===== config.mk =====
export PLATFORM = sky130hd
export DESIGN_NAME = hsv_color_adjust_unit
export DESIGN_NICKNAME = d
export VERILOG_FILES = /design/src/hdl/hca_pkg.sv /design/src/hdl/hsv_color_adjust_unit.sv /design/src/hdl/hca_div.sv /design/src/hdl/hca_front.sv /design/src/hdl/hca_adjust.sv /design/src/hdl/hca_back.sv
export VERILOG_INCLUDE_DIRS = /design/src /design/src/hdl
export SDC_FILE = /design/constraint.sdc
export NUM_CORES = 2
export LEC_CHECK = 0
export BUFFER_PORTS_ARGS = -buffer_cell sky130_fd_sc_hd__buf_2
export CAP_MARGIN = 20
export CORE_MARGIN = 3
export CORE_UTILIZATION = 40
export DETAILED_ROUTE_END_ITERATION = 10
export GPL_ROUTABILITY_DRIVEN = 0
export PLACE_DENSITY = 0.66
export SLEW_MARGIN = 20
export SYNTH_ARGS = -nofsm -noshare
export SYNTH_HDL_FRONTEND = slang
export SYNTH_SLANG_ARGS = --single-unit
export TNS_END_PERCENT = 1

===== constraint.sdc =====
create_clock -name aclk -period 43.2 [get_ports aclk]
set_input_delay 6.48 -clock aclk [delete_from_list [all_inputs] [get_ports aclk]]
set_output_delay 6.48 -clock aclk [all_outputs]
set_load 0.01 [all_outputs]

===== src/hdl/hsv_color_adjust_unit_assert.svh =====
// Assertion macros for the HSV color adjust unit.
`ifndef HSV_COLOR_ADJUST_UNIT_ASSERT_SVH
`define HSV_COLOR_ADJUST_UNIT_ASSERT_SVH

// Check that cond implies prop in the same cycle.
`define HCA_ASSERT_IMPLY(label, clk, rstn, cond, prop) \
    label: assert property (@(posedge clk) disable iff (!(rstn)) (cond) |-> (prop)) \
        else $error("hca assertion failed");

// Check that cond implies prop in the next cycle.
`define HCA_ASSERT_NEXT(label, clk, rstn, cond, prop) \
    label: assert property (@(posedge clk) disable iff (!(rstn)) (cond) |=> (prop)) \
        else $error("hca assertion failed");

`endif


===== src/hdl/hca_pkg.sv =====
// Shared constants, types and helpers of the HSV color adjust unit.
package hca_pkg;

    localparam int ONE_Q16    = 65536;
    localparam int HALF_Q16   = 32768;
    localparam int HUE_FULL   = 5760;
    localparam int HUE_SECTOR = 960;
    localparam int GAIN_MAX   = 256;

    localparam int PIX_W  = 32;
    localparam int CH_W   = 8;
    localparam int Q16_W  = 17;
    localparam int HUE_W  = 13;
    localparam int FRAC_W = 10;
    localparam int SEC_W  = 3;
    localparam int GAIN_W = 10;

    localparam int CFG_ADDR_W = 2;
    localparam int CFG_DATA_W = 13;
    localparam logic [CFG_ADDR_W-1:0] REG_BRIGHTNESS = 2'd0;
    localparam logic [CFG_ADDR_W-1:0] REG_CONTRAST   = 2'd1;
    localparam logic [CFG_ADDR_W-1:0] REG_SATURATION = 2'd2;
    localparam logic [CFG_ADDR_W-1:0] REG_HUE        = 2'd3;

    // Pipelined restoring divider: quotient bits retired per stage.
    localparam int DIV_W      = 24;
    localparam int DVS_W      = 8;
    localparam int DIV_STEP   = 4;
    localparam int DIV_STAGES = DIV_W / DIV_STEP;

    // Items riding alongside the divider.
    typedef struct packed {
        logic [PIX_W-1:0] argb;
        logic [Q16_W-1:0] v0;
        logic [HUE_W-1:0] hbase;
        logic             gray;
        logic             black;
    } hca_side_t;

    // Adjusted color handed to the back end.
    typedef struct packed {
        logic              valid;
        logic [PIX_W-1:0]  argb;
        logic [Q16_W-1:0]  c;
        logic [Q16_W-1:0]  v;
        logic [SEC_W-1:0]  sector;
        logic [FRAC_W-1:0] frac;
    } hca_hsv_t;

    function automatic logic signed [GAIN_W-1:0] gain_clamp(input logic [GAIN_W-1:0] raw);
        logic signed [GAIN_W-1:0] g;
        g = signed'(raw);
        if (g < -GAIN_MAX) begin
            g = GAIN_W'(-GAIN_MAX);
        end else if (g > GAIN_MAX) begin
            g = GAIN_W'(GAIN_MAX);
        end
        return g;
    endfunction

endpackage


===== src/hdl/hsv_color_adjust_unit.sv =====
// Throughput: one item per clock while no result waits on m_ready; two 6-stage pipelined dividers set the depth.
// The whole pipeline advances together and holds while a result waits.
// Reset (aresetn low, synchronous) clears all valid bits and zeroes the settings.
module hsv_color_adjust_unit (
    input  logic                           aclk,
    input  logic                           aresetn,
    input  logic                           s_valid,
    output logic                           s_ready,
    input  logic [hca_pkg::PIX_W-1:0]      s_argb_in,
    output logic                           m_valid,
    input  logic                           m_ready,
    output logic [hca_pkg::PIX_W-1:0]      m_argb_out,
    input  logic                           cfg_wr_en,
    input  logic [hca_pkg::CFG_ADDR_W-1:0] cfg_addr,
    input  logic [hca_pkg::CFG_DATA_W-1:0] cfg_wdata
);
    import hca_pkg::*;
    `include "hsv_color_adjust_unit_assert.svh"

    logic [GAIN_W-1:0] brightness_reg, contrast_reg, saturation_reg;
    logic [HUE_W-1:0]  hue_reg;
    logic              en, bypass;

    logic              div_valid, side_valid, s_div_valid, h_div_valid;
    logic [DIV_W-1:0]  s_dividend, h_dividend, q_s, q_h;
    logic [DVS_W-1:0]  s_divisor, h_divisor;
    hca_side_t         side;
    hca_hsv_t          hsv;

    always_ff @(posedge aclk) begin
        if (!aresetn) begin
            brightness_reg <= '0;
            contrast_reg   <= '0;
            saturation_reg <= '0;
            hue_reg        <= '0;
        end else if (cfg_wr_en) begin
            case (cfg_addr)
                REG_BRIGHTNESS: brightness_reg <= cfg_wdata[GAIN_W-1:0];
                REG_CONTRAST:   contrast_reg   <= cfg_wdata[GAIN_W-1:0];
                REG_SATURATION: saturation_reg <= cfg_wdata[GAIN_W-1:0];
                REG_HUE:        hue_reg        <= cfg_wdata[HUE_W-1:0];
                default: ;
            endcase
        end
    end

    // Advance whenever the output register is empty or being drained.
    assign en      = !m_valid || m_ready;
    assign s_ready = en;
    assign bypass  = (brightness_reg == '0) && (contrast_reg == '0) &&
                     (saturation_reg == '0) && (hue_reg == '0);

    hca_front u_front (
        .aclk       (aclk),
        .aresetn    (aresetn),
        .en         (en),
        .s_valid    (s_valid),
        .s_argb_in  (s_argb_in),
        .div_valid  (div_valid),
        .s_dividend (s_dividend),
        .s_divisor  (s_divisor),
        .h_dividend (h_dividend),
        .h_divisor  (h_divisor),
        .side_out   (side),
        .side_valid (side_valid)
    );

    hca_div u_div_sat (
        .aclk      (aclk),
        .aresetn   (aresetn),
        .en        (en),
        .in_valid  (div_valid),
        .dividend  (s_dividend),
        .divisor   (s_divisor),
        .out_valid (s_div_valid),
        .quotient  (q_s)
    );

    hca_div u_div_hue (
        .aclk      (aclk),
        .aresetn   (aresetn),
        .en        (en),
        .in_valid  (div_valid),
        .dividend  (h_dividend),
        .divisor   (h_divisor),
        .out_valid (h_div_valid),
        .quotient  (q_h)
    );

    hca_adjust u_adjust (
        .aclk       (aclk),
        .aresetn    (aresetn),
        .en         (en),
        .in_valid   (side_valid),
        .side_in    (side),
        .q_s        (q_s),
        .q_h        (q_h),
        .brightness (brightness_reg),
        .contrast   (contrast_reg),
        .saturation (saturation_reg),
        .hue        (hue_reg),
        .hsv_out    (hsv)
    );

    hca_back u_back (
        .aclk      (aclk),
        .aresetn   (aresetn),
        .en        (en),
        .bypass    (bypass),
        .hsv_in    (hsv),
        .out_valid (m_valid),
        .out_argb  (m_argb_out)
    );

    `HCA_ASSERT_IMPLY(a_div_aligned, aclk, aresetn, 1'b1,
        (s_div_valid == side_valid) && (h_div_valid == side_valid))
    `HCA_ASSERT_IMPLY(a_chroma_le_value, aclk, aresetn, hsv.valid, hsv.c <= hsv.v)
    `HCA_ASSERT_NEXT(a_stall_holds, aclk, aresetn, m_valid && !m_ready,
        m_valid && $stable(m_argb_out))

endmodule


===== src/hdl/hca_div.sv =====
// Pipelined restoring divider, a few quotient bits per stage.
module hca_div (
    input  logic                      aclk,
    input  logic                      aresetn,
    input  logic                      en,
    input  logic                      in_valid,
    input  logic [hca_pkg::DIV_W-1:0] dividend,
    input  logic [hca_pkg::DVS_W-1:0] divisor,
    output logic                      out_valid,
    output logic [hca_pkg::DIV_W-1:0] quotient
);
    import hca_pkg::*;

    logic [DVS_W-1:0] rem_reg [DIV_STAGES];
    logic [DIV_W-1:0] num_reg [DIV_STAGES];
    logic [DIV_W-1:0] quo_reg [DIV_STAGES];
    logic [DVS_W-1:0] dvs_reg [DIV_STAGES];
    logic             vld_reg [DIV_STAGES];

    logic [DVS_W-1:0] rem_next [DIV_STAGES];
    logic [DIV_W-1:0] num_next [DIV_STAGES];
    logic [DIV_W-1:0] quo_next [DIV_STAGES];
    logic [DVS_W-1:0] dvs_next [DIV_STAGES];

    always_comb begin
        logic [DVS_W:0]   trial;
        logic [DVS_W-1:0] rem;
        logic [DIV_W-1:0] num;
        logic [DIV_W-1:0] quo;
        logic [DVS_W-1:0] dvs;
        for (int st = 0; st < DIV_STAGES; st++) begin
            if (st == 0) begin
                rem = '0;
                num = dividend;
                quo = '0;
                dvs = divisor;
            end else begin
                rem = rem_reg[st-1];
                num = num_reg[st-1];
                quo = quo_reg[st-1];
                dvs = dvs_reg[st-1];
            end
            for (int b = 0; b < DIV_STEP; b++) begin
                trial = {rem, num[DIV_W-1]};
                num   = {num[DIV_W-2:0], 1'b0};
                if (trial >= {1'b0, dvs}) begin
                    rem = DVS_W'(trial - {1'b0, dvs});
                    quo = {quo[DIV_W-2:0], 1'b1};
                end else begin
                    rem = trial[DVS_W-1:0];
                    quo = {quo[DIV_W-2:0], 1'b0};
                end
            end
            rem_next[st] = rem;
            num_next[st] = num;
            quo_next[st] = quo;
            dvs_next[st] = dvs;
        end
    end

    always_ff @(posedge aclk) begin
        if (!aresetn) begin
            for (int st = 0; st < DIV_STAGES; st++) begin
                vld_reg[st] <= 1'b0;
            end
        end else if (en) begin
            vld_reg[0] <= in_valid;
            for (int st = 1; st < DIV_STAGES; st++) begin
                vld_reg[st] <= vld_reg[st-1];
            end
        end
    end

    always_ff @(posedge aclk) begin
        if (en) begin
            for (int st = 0; st < DIV_STAGES; st++) begin
                rem_reg[st] <= rem_next[st];
                num_reg[st] <= num_next[st];
                quo_reg[st] <= quo_next[st];
                dvs_reg[st] <= dvs_next[st];
            end
        end
    end

    assign out_valid = vld_reg[DIV_STAGES-1];
    assign quotient  = quo_reg[DIV_STAGES-1];

endmodule


===== src/hdl/hca_front.sv =====
// Front end: max/min, hue numerator, divider operands and side delay line.
module hca_front (
    input  logic                      aclk,
    input  logic                      aresetn,
    input  logic                      en,
    input  logic                      s_valid,
    input  logic [hca_pkg::PIX_W-1:0] s_argb_in,
    output logic                      div_valid,
    output logic [hca_pkg::DIV_W-1:0] s_dividend,
    output logic [hca_pkg::DVS_W-1:0] s_divisor,
    output logic [hca_pkg::DIV_W-1:0] h_dividend,
    output logic [hca_pkg::DVS_W-1:0] h_divisor,
    output hca_pkg::hca_side_t        side_out,
    output logic                      side_valid
);
    import hca_pkg::*;

    localparam int HNUM_W = 19;

    logic [CH_W-1:0]   r, g, b, cmax, cmin, delta;
    logic [CH_W:0]     num;
    logic [HNUM_W-1:0] hnum;
    logic [HUE_W-1:0]  hbase;
    hca_side_t         side_next;

    logic [DIV_W-1:0] s_dividend_reg, h_dividend_reg;
    logic [DVS_W-1:0] s_divisor_reg, h_divisor_reg;
    hca_side_t        side_reg [DIV_STAGES+1];
    logic             vld_reg  [DIV_STAGES+1];

    always_comb begin
        r = s_argb_in[23:16];
        g = s_argb_in[15:8];
        b = s_argb_in[7:0];
        cmax = r;
        if (g > cmax) cmax = g;
        if (b > cmax) cmax = b;
        cmin = r;
        if (g < cmin) cmin = g;
        if (b < cmin) cmin = b;
        delta = cmax - cmin;
        // Sector numerator and base follow the channel that holds the max.
        if (cmax == r) begin
            num   = {1'b0, g} + {1'b0, delta} - {1'b0, b};
            hbase = HUE_W'(5 * HUE_SECTOR);
        end else if (cmax == g) begin
            num   = {1'b0, b} + {1'b0, delta} - {1'b0, r};
            hbase = HUE_W'(HUE_SECTOR);
        end else begin
            num   = {1'b0, r} + {1'b0, delta} - {1'b0, g};
            hbase = HUE_W'(3 * HUE_SECTOR);
        end
        hnum = (HNUM_W'(num) << 10) - (HNUM_W'(num) << 6);
        side_next.argb  = s_argb_in;
        // cmax*65536/255 = cmax*257, plus one at full scale.
        side_next.v0    = (Q16_W'(cmax) << 8) + Q16_W'(cmax) + Q16_W'(cmax == 8'hFF);
        side_next.hbase = hbase;
        side_next.gray  = (delta == '0);
        side_next.black = (cmax == '0);
    end

    always_ff @(posedge aclk) begin
        if (!aresetn) begin
            for (int i = 0; i <= DIV_STAGES; i++) begin
                vld_reg[i] <= 1'b0;
            end
        end else if (en) begin
            vld_reg[0] <= s_valid;
            for (int i = 1; i <= DIV_STAGES; i++) begin
                vld_reg[i] <= vld_reg[i-1];
            end
        end
    end

    always_ff @(posedge aclk) begin
        if (en) begin
            s_dividend_reg <= {delta, 16'h0000};
            s_divisor_reg  <= cmax;
            h_dividend_reg <= DIV_W'(hnum);
            h_divisor_reg  <= delta;
            side_reg[0]    <= side_next;
            for (int i = 1; i <= DIV_STAGES; i++) begin
                side_reg[i] <= side_reg[i-1];
            end
        end
    end

    assign div_valid  = vld_reg[0];
    assign s_dividend = s_dividend_reg;
    assign s_divisor  = s_divisor_reg;
    assign h_dividend = h_dividend_reg;
    assign h_divisor  = h_divisor_reg;
    assign side_out   = side_reg[DIV_STAGES];
    assign side_valid = vld_reg[DIV_STAGES];

endmodule


===== src/hdl/hca_adjust.sv =====
// Adjust stages: brightness, contrast, saturation, hue rotation, chroma.
module hca_adjust (
    input  logic                       aclk,
    input  logic                       aresetn,
    input  logic                       en,
    input  logic                       in_valid,
    input  hca_pkg::hca_side_t         side_in,
    input  logic [hca_pkg::DIV_W-1:0]  q_s,
    input  logic [hca_pkg::DIV_W-1:0]  q_h,
    input  logic [hca_pkg::GAIN_W-1:0] brightness,
    input  logic [hca_pkg::GAIN_W-1:0] contrast,
    input  logic [hca_pkg::GAIN_W-1:0] saturation,
    input  logic [hca_pkg::HUE_W-1:0]  hue,
    output hca_pkg::hca_hsv_t          hsv_out
);
    import hca_pkg::*;

    logic signed [GAIN_W-1:0] bg, cg, sg;

    // First stage: hue assembly, saturation, brightness.
    logic [HUE_W-1:0]  h8_next, h8_reg;
    logic [Q16_W-1:0]  s8_next, s8_reg, v8_next, v8_reg;
    logic signed [18:0] vb;
    logic [PIX_W-1:0]  argb8_reg;
    logic              vld8_reg;

    // Second stage: contrast, saturation gain, hue offset.
    logic signed [17:0] vd;
    logic signed [10:0] kc, ks;
    logic signed [28:0] pc;
    logic signed [20:0] vr;
    logic [26:0]        ps;
    logic [18:0]        ss;
    logic [HUE_W-1:0]   hoff;
    logic [HUE_W:0]     hs;
    logic [HUE_W-1:0]  h9_next, h9_reg;
    logic [Q16_W-1:0]  s9_next, s9_reg, v9_next, v9_reg;
    logic [PIX_W-1:0]  argb9_reg;
    logic              vld9_reg;

    // Third stage: chroma and sector split.
    logic [2*Q16_W-1:0] pvs;
    logic [SEC_W-1:0]   sec;
    logic [HUE_W-1:0]   rest;
    hca_hsv_t           hsv_next, hsv_reg;

    always_comb begin
        bg = gain_clamp(brightness);
        cg = gain_clamp(contrast);
        sg = gain_clamp(saturation);

        h8_next = side_in.gray ? '0 : HUE_W'(q_h[10:0]) + side_in.hbase;
        if (h8_next >= HUE_W'(HUE_FULL)) h8_next = h8_next - HUE_W'(HUE_FULL);
        s8_next = side_in.black ? '0 : Q16_W'(q_s);
        vb = $signed({2'b00, side_in.v0}) + ($signed({{9{bg[GAIN_W-1]}}, bg}) <<< 8);
        if (vb < 0) begin
            v8_next = '0;
        end else if (vb > 19'sd65536) begin
            v8_next = Q16_W'(ONE_Q16);
        end else begin
            v8_next = vb[Q16_W-1:0];
        end

        vd = $signed({1'b0, v8_reg}) - 18'sd32768;
        kc = 11'sd256 + $signed({cg[GAIN_W-1], cg});
        pc = vd * kc;
        vr = 21'(pc >>> 8) + 21'sd32768;
        if (vr < 0) begin
            v9_next = '0;
        end else if (vr > 21'sd65536) begin
            v9_next = Q16_W'(ONE_Q16);
        end else begin
            v9_next = vr[Q16_W-1:0];
        end
        ks = 11'sd256 + $signed({sg[GAIN_W-1], sg});
        ps = s8_reg * ks[9:0];
        ss = ps[26:8];
        s9_next = (ss > 19'd65536) ? Q16_W'(ONE_Q16) : ss[Q16_W-1:0];
        hoff = (hue >= HUE_W'(HUE_FULL)) ? hue - HUE_W'(HUE_FULL) : hue;
        hs = {1'b0, h8_reg} + {1'b0, hoff};
        if (hs >= (HUE_W+1)'(HUE_FULL)) hs = hs - (HUE_W+1)'(HUE_FULL);
        h9_next = hs[HUE_W-1:0];

        pvs = v9_reg * s9_reg;
        sec  = '0;
        rest = h9_reg;
        for (int k = 1; k < 6; k++) begin
            if (rest >= HUE_W'(HUE_SECTOR)) begin
                rest = rest - HUE_W'(HUE_SECTOR);
                sec  = SEC_W'(k);
            end
        end
        hsv_next.valid  = vld9_reg;
        hsv_next.argb   = argb9_reg;
        hsv_next.c      = pvs[2*Q16_W-2:16];
        hsv_next.v      = v9_reg;
        hsv_next.sector = sec;
        hsv_next.frac   = rest[FRAC_W-1:0];
    end

    always_ff @(posedge aclk) begin
        if (!aresetn) begin
            vld8_reg      <= 1'b0;
            vld9_reg      <= 1'b0;
            hsv_reg.valid <= 1'b0;
        end else if (en) begin
            vld8_reg  <= in_valid;
            vld9_reg  <= vld8_reg;
            h8_reg    <= h8_next;
            s8_reg    <= s8_next;
            v8_reg    <= v8_next;
            argb8_reg <= side_in.argb;
            h9_reg    <= h9_next;
            s9_reg    <= s9_next;
            v9_reg    <= v9_next;
            argb9_reg <= argb8_reg;
            hsv_reg   <= hsv_next;
        end
    end

    assign hsv_out = hsv_reg;

endmodule


===== src/hdl/hca_back.sv =====
// Back end: HSV to RGB, channel scaling and output register.
module hca_back (
    input  logic                      aclk,
    input  logic                      aresetn,
    input  logic                      en,
    input  logic                      bypass,
    input  hca_pkg::hca_hsv_t         hsv_in,
    output logic                      out_valid,
    output logic [hca_pkg::PIX_W-1:0] out_argb
);
    import hca_pkg::*;

    localparam logic [15:0] RECIP15 = 16'd34953;

    logic [FRAC_W-1:0] fsel;
    logic [26:0]       pcf;

    logic [19:0]       y11_reg, y12_reg;
    logic [Q16_W-1:0]  c11_reg, v11_reg, c12_reg, v12_reg;
    logic [SEC_W-1:0]  sec11_reg, sec12_reg;
    logic [PIX_W-1:0]  argb11_reg, argb12_reg, argb13_reg;
    logic              vld11_reg, vld12_reg, vld13_reg, vld14_reg;

    logic [35:0]       pq;
    logic [Q16_W-1:0]  q12_reg;

    logic [21:0]       q15;
    logic [Q16_W-1:0]  x, m, rc, gc, bc;
    logic [Q16_W-1:0]  tr_reg, tg_reg, tb_reg;

    logic [24:0]       sr, sgr, sb;
    logic [PIX_W-1:0]  argb14_reg;

    always_comb begin
        fsel = hsv_in.sector[0] ? FRAC_W'(HUE_SECTOR) - hsv_in.frac : hsv_in.frac;
        pcf  = hsv_in.c * fsel;

        // Divide by 15 through a reciprocal; the estimate is at most one high.
        pq = y11_reg * RECIP15;

        q15 = (22'(q12_reg) << 4) - 22'(q12_reg);
        x   = (q15 > 22'(y12_reg)) ? q12_reg - 1'b1 : q12_reg;
        m   = v12_reg - c12_reg;
        case (sec12_reg)
            3'd0: begin rc = c12_reg; gc = x;       bc = '0;      end
            3'd1: begin rc = x;       gc = c12_reg; bc = '0;      end
            3'd2: begin rc = '0;      gc = c12_reg; bc = x;       end
            3'd3: begin rc = '0;      gc = x;       bc = c12_reg; end
            3'd4: begin rc = x;       gc = '0;      bc = c12_reg; end
            default: begin rc = c12_reg; gc = '0;   bc = x;       end
        endcase

        sr  = (25'(tr_reg) << 8) - 25'(tr_reg);
        sgr = (25'(tg_reg) << 8) - 25'(tg_reg);
        sb  = (25'(tb_reg) << 8) - 25'(tb_reg);
    end

    always_ff @(posedge aclk) begin
        if (!aresetn) begin
            vld11_reg <= 1'b0;
            vld12_reg <= 1'b0;
            vld13_reg <= 1'b0;
            vld14_reg <= 1'b0;
        end else if (en) begin
            vld11_reg <= hsv_in.valid;
            vld12_reg <= vld11_reg;
            vld13_reg <= vld12_reg;
            vld14_reg <= vld13_reg;
        end
    end

    always_ff @(posedge aclk) begin
        if (en) begin
            y11_reg    <= pcf[25:6];
            c11_reg    <= hsv_in.c;
            v11_reg    <= hsv_in.v;
            sec11_reg  <= hsv_in.sector;
            argb11_reg <= hsv_in.argb;

            q12_reg    <= pq[35:19];
            y12_reg    <= y11_reg;
            c12_reg    <= c11_reg;
            v12_reg    <= v11_reg;
            sec12_reg  <= sec11_reg;
            argb12_reg <= argb11_reg;

            tr_reg     <= rc + m;
            tg_reg     <= gc + m;
            tb_reg     <= bc + m;
            argb13_reg <= argb12_reg;

            // Hold the original pixel when every setting is zero.
            argb14_reg <= bypass ? argb13_reg
                                 : {argb13_reg[31:24], sr[23:16], sgr[23:16], sb[23:16]};
        end
    end

    assign out_valid = vld14_reg;
    assign out_argb  = argb14_reg;

endmodule

==> results.txt <==
Status: completed
Hold violation count in the final report: 0
Starting DRT DRC Count: 3970
Post-synth top flop: edfxtp_1
Slowest-stage cell, CP: fa_1
TritonCTS buffer count: 143
Largest net degree at the start of global routing: 175
Hold Crit Class: reg -> reg
Num rows: 180
Dpl cells: 12000
Main area contributors after synthesis: edfxtp_1 38%, fa_1 15%, ha_1 12%
Synthesized area: 97200 um^2
Synth Area in Compound Gates: 0.0947
Endpoints failing setup: 0
Fin cells: 12300
Syn Area/Cell: 10.9 um^2
NumNets Final: 10700
Sequential cell area fraction in the yosys report: 0.388
CP max FO: 14
Fillers: 22000
Worst Setup Start Kind: input pin
Max reg flops: 385
Avg Vias per Cell: 5.21
XOR/XNOR Fraction of Synth Area: 0.0468
Die Area: 249000 um^2
Total routed wirelength: 215 mm
Vias in the first global route: 67000
Die Height: 499 um
Critical path capture point type: flip-flop
# hold bufs at CTS: 0
GRT overflow: 0
DR vias: 64200
Crit path required time: 43.74 ns
RSZ-0062 raised after global routing: no
Critical path class: in -> reg
Unique masters post-synth: 107
Mux contribution to synthesized area: 0.0249
IO Port Bufs: 85
Setup bufs post-CTS: 0
Final worst-path cycle share: 0.375
Clk sinks: 1275
Final HPWL DP: 165 mm
Design area: 106000 um^2
Wire length per cell: 17.5 um
Max-slew violation count: 0
TNS Setup: 0 ns
Yosys reg bits: 1275
Fin crit period: 16.19 ns
Largest family of logic cells by synthesized area: adder cells
Critical Path AT: 16.73 ns
Ys async rst share: 0
Core Footprint: 241000 um^2
Synth warn: 0
Resized Gates After CTS: 0
Layout cell share with drive strength beyond 1: 0.0670
Adder-cell area share of the yosys netlist: 0.273
Total Routing Usage GR: 0.174
Initial Utilization: 0.403
Initial antenna violation count: 4
Worst-path clk slew: 0.06 ns
Synth top area share: 0.377
Area Overhead vs Synth: 9.07%
Count leader, synth: inv_1
Slew @ Worst Pin: 1.18 ns
Post-Synth Simple-Gate Area: 0.115
FF-to-FF setup slack: 31.81 ns
DRT Pass-1 Iters: 6
Die Width: 499 um
Clk buf depth: 3
Top cells by count, synth: 1232 x inv_1, 1220 x edfxtp_1, 966 x ha_1, 957 x nand2_1, 722 x fa_1
Largest stage delay, worst path: 0.54 ns
CTS tree: yes
Cells after synthesis: 8938
CP most frequent cell: ha_1
Num ports: 86
Max-slew headroom: 0.205
Clk Latency, worst-skew pair: 0.79 ns
Max-cap violations: 0
Post-DP Area: 101000 um^2
Clk root buf: clkbuf_16
Max Clk Rate: 61.7 MHz
H-Tree Depth: 4
Clock Skew: 0.0411 ns
Final ANT Viol Nets: 0
Global-route wire length before repair: 352 mm
Post-synth EDFFs: 1220
DR DRC count: 0
Top cell type by total area after synthesis: edfxtp_1
-- cells by family (layout without fill, tap and decap cells) --
family | after synthesis | after routing
fa+ha+maj | 1692 | 1692
simple gates | 2322 | 2322
other cells | 2 | 28
flops | 1275 | 1275
buf+inv | 1476 | 1633
compound gates | 1432 | 1432
xor+xnor | 519 | 519
mux | 220 | 220
-- placed cells by master, fill, tap and decap left out, types with 20 or more instances in the layout --
master / instances
o31ai_1: 34
clkinv_1: 20
edfxtp_1: 1220
buf_2: 85
and3_1: 53
a21o_1: 220
nand3_1: 82
nand2_1: 957
clkinv_2: 28
buf_4: 46
ha_1: 966
a21boi_0: 64
mux2_2: 160
a31oi_1: 33
nor4_1: 35
nor2_1: 365
o211ai_1: 24
or3_1: 26
a21oi_1: 341
xnor2_1: 353
nand4_1: 58
and2_1: 293
clkbuf_1: 21
xor2_1: 163
inv_1: 1231
o21ai_0: 381
mux2i_1: 56
clkbuf_16: 145
fa_1: 722
nor2b_1: 170
or2_2: 26
conb_1: 21
o21a_1: 55
nor3_1: 93
dfxtp_1: 55
nand2b_1: 95
o21bai_1: 88
-- final timing paths --
| path | endpoint | depth (start not counted) | start |
|---|---|---|---|
| worst max-delay path | u_front.h_dividend[15] | 38 | s_argb_in[15] |
| worst min-delay path | u_div_sat.quo_reg[5][5] | 0 | u_div_sat.quo_reg[4][1] |
| worst max register to register | u_div_hue.rem_reg[3][5] | 52 | u_div_hue.dvs_reg[2][1] |
| worst min register to register | u_div_sat.quo_reg[5][5] | 0 | u_div_sat.quo_reg[4][1] |
-- per-stage QoR --
step / utilization / hold slack, ns / setup slack [ns]
floorplan: - / 0.400 / 2.03
global placement: 0.419 / 0.401 / 26.74
detailed placement: 0.420 / 0.405 / 26.47
CTS: 0.439 / 0.402 / 27.25
global route: 0.440 / 0.417 / 26.39
finish: 0.440 / 0.403 / 27.01
-- critical path, delay by kind of cell --
kind | cells | cell delay [ns]
AOI/OAI and AO/OA | 11 | 3.23
xor gates and xnor gates | 2 | 0.62
adders and majority gates | 7 | 2.60
buffers and inverters | 5 | 0.76
muxes | 1 | 0.41
and+or+nand+nor | 12 | 2.59
-- metal layers --
metal / global-route usage / wire, um / up-vias
li1: - / - / 30500
met1: 0.220 / 91300 / 31600
met2: 0.301 / 107000 / 1532
met3: 0.0238 / 9430 / 440
met4: 0.0664 / 8160 / 2
met5: 0 / 15 / -
-- final cells by class --
| class | count | area (um^2) | share of cell area |
|---|---|---|---|
| Clock inverter | 97 | 1090 | 0.0103 |
| Multi-Input combinational cell | 6206 | 54000 | 0.510 |
| Sequential cell | 1275 | 37700 | 0.356 |
| Clock buffer | 166 | 3710 | 0.0350 |
| Timing Repair Buffer | 133 | 811 | 0.00765 |
| Antenna cell | 7 | 17.5 | 0.000165 |
| Tap cell | 3185 | 3990 | 0.0376 |
| Inverter | 1237 | 4650 | 0.0439 |
Power is not shown: default switching activity piles up to over one toggle a cycle in this logic, so the estimate is an artifact.
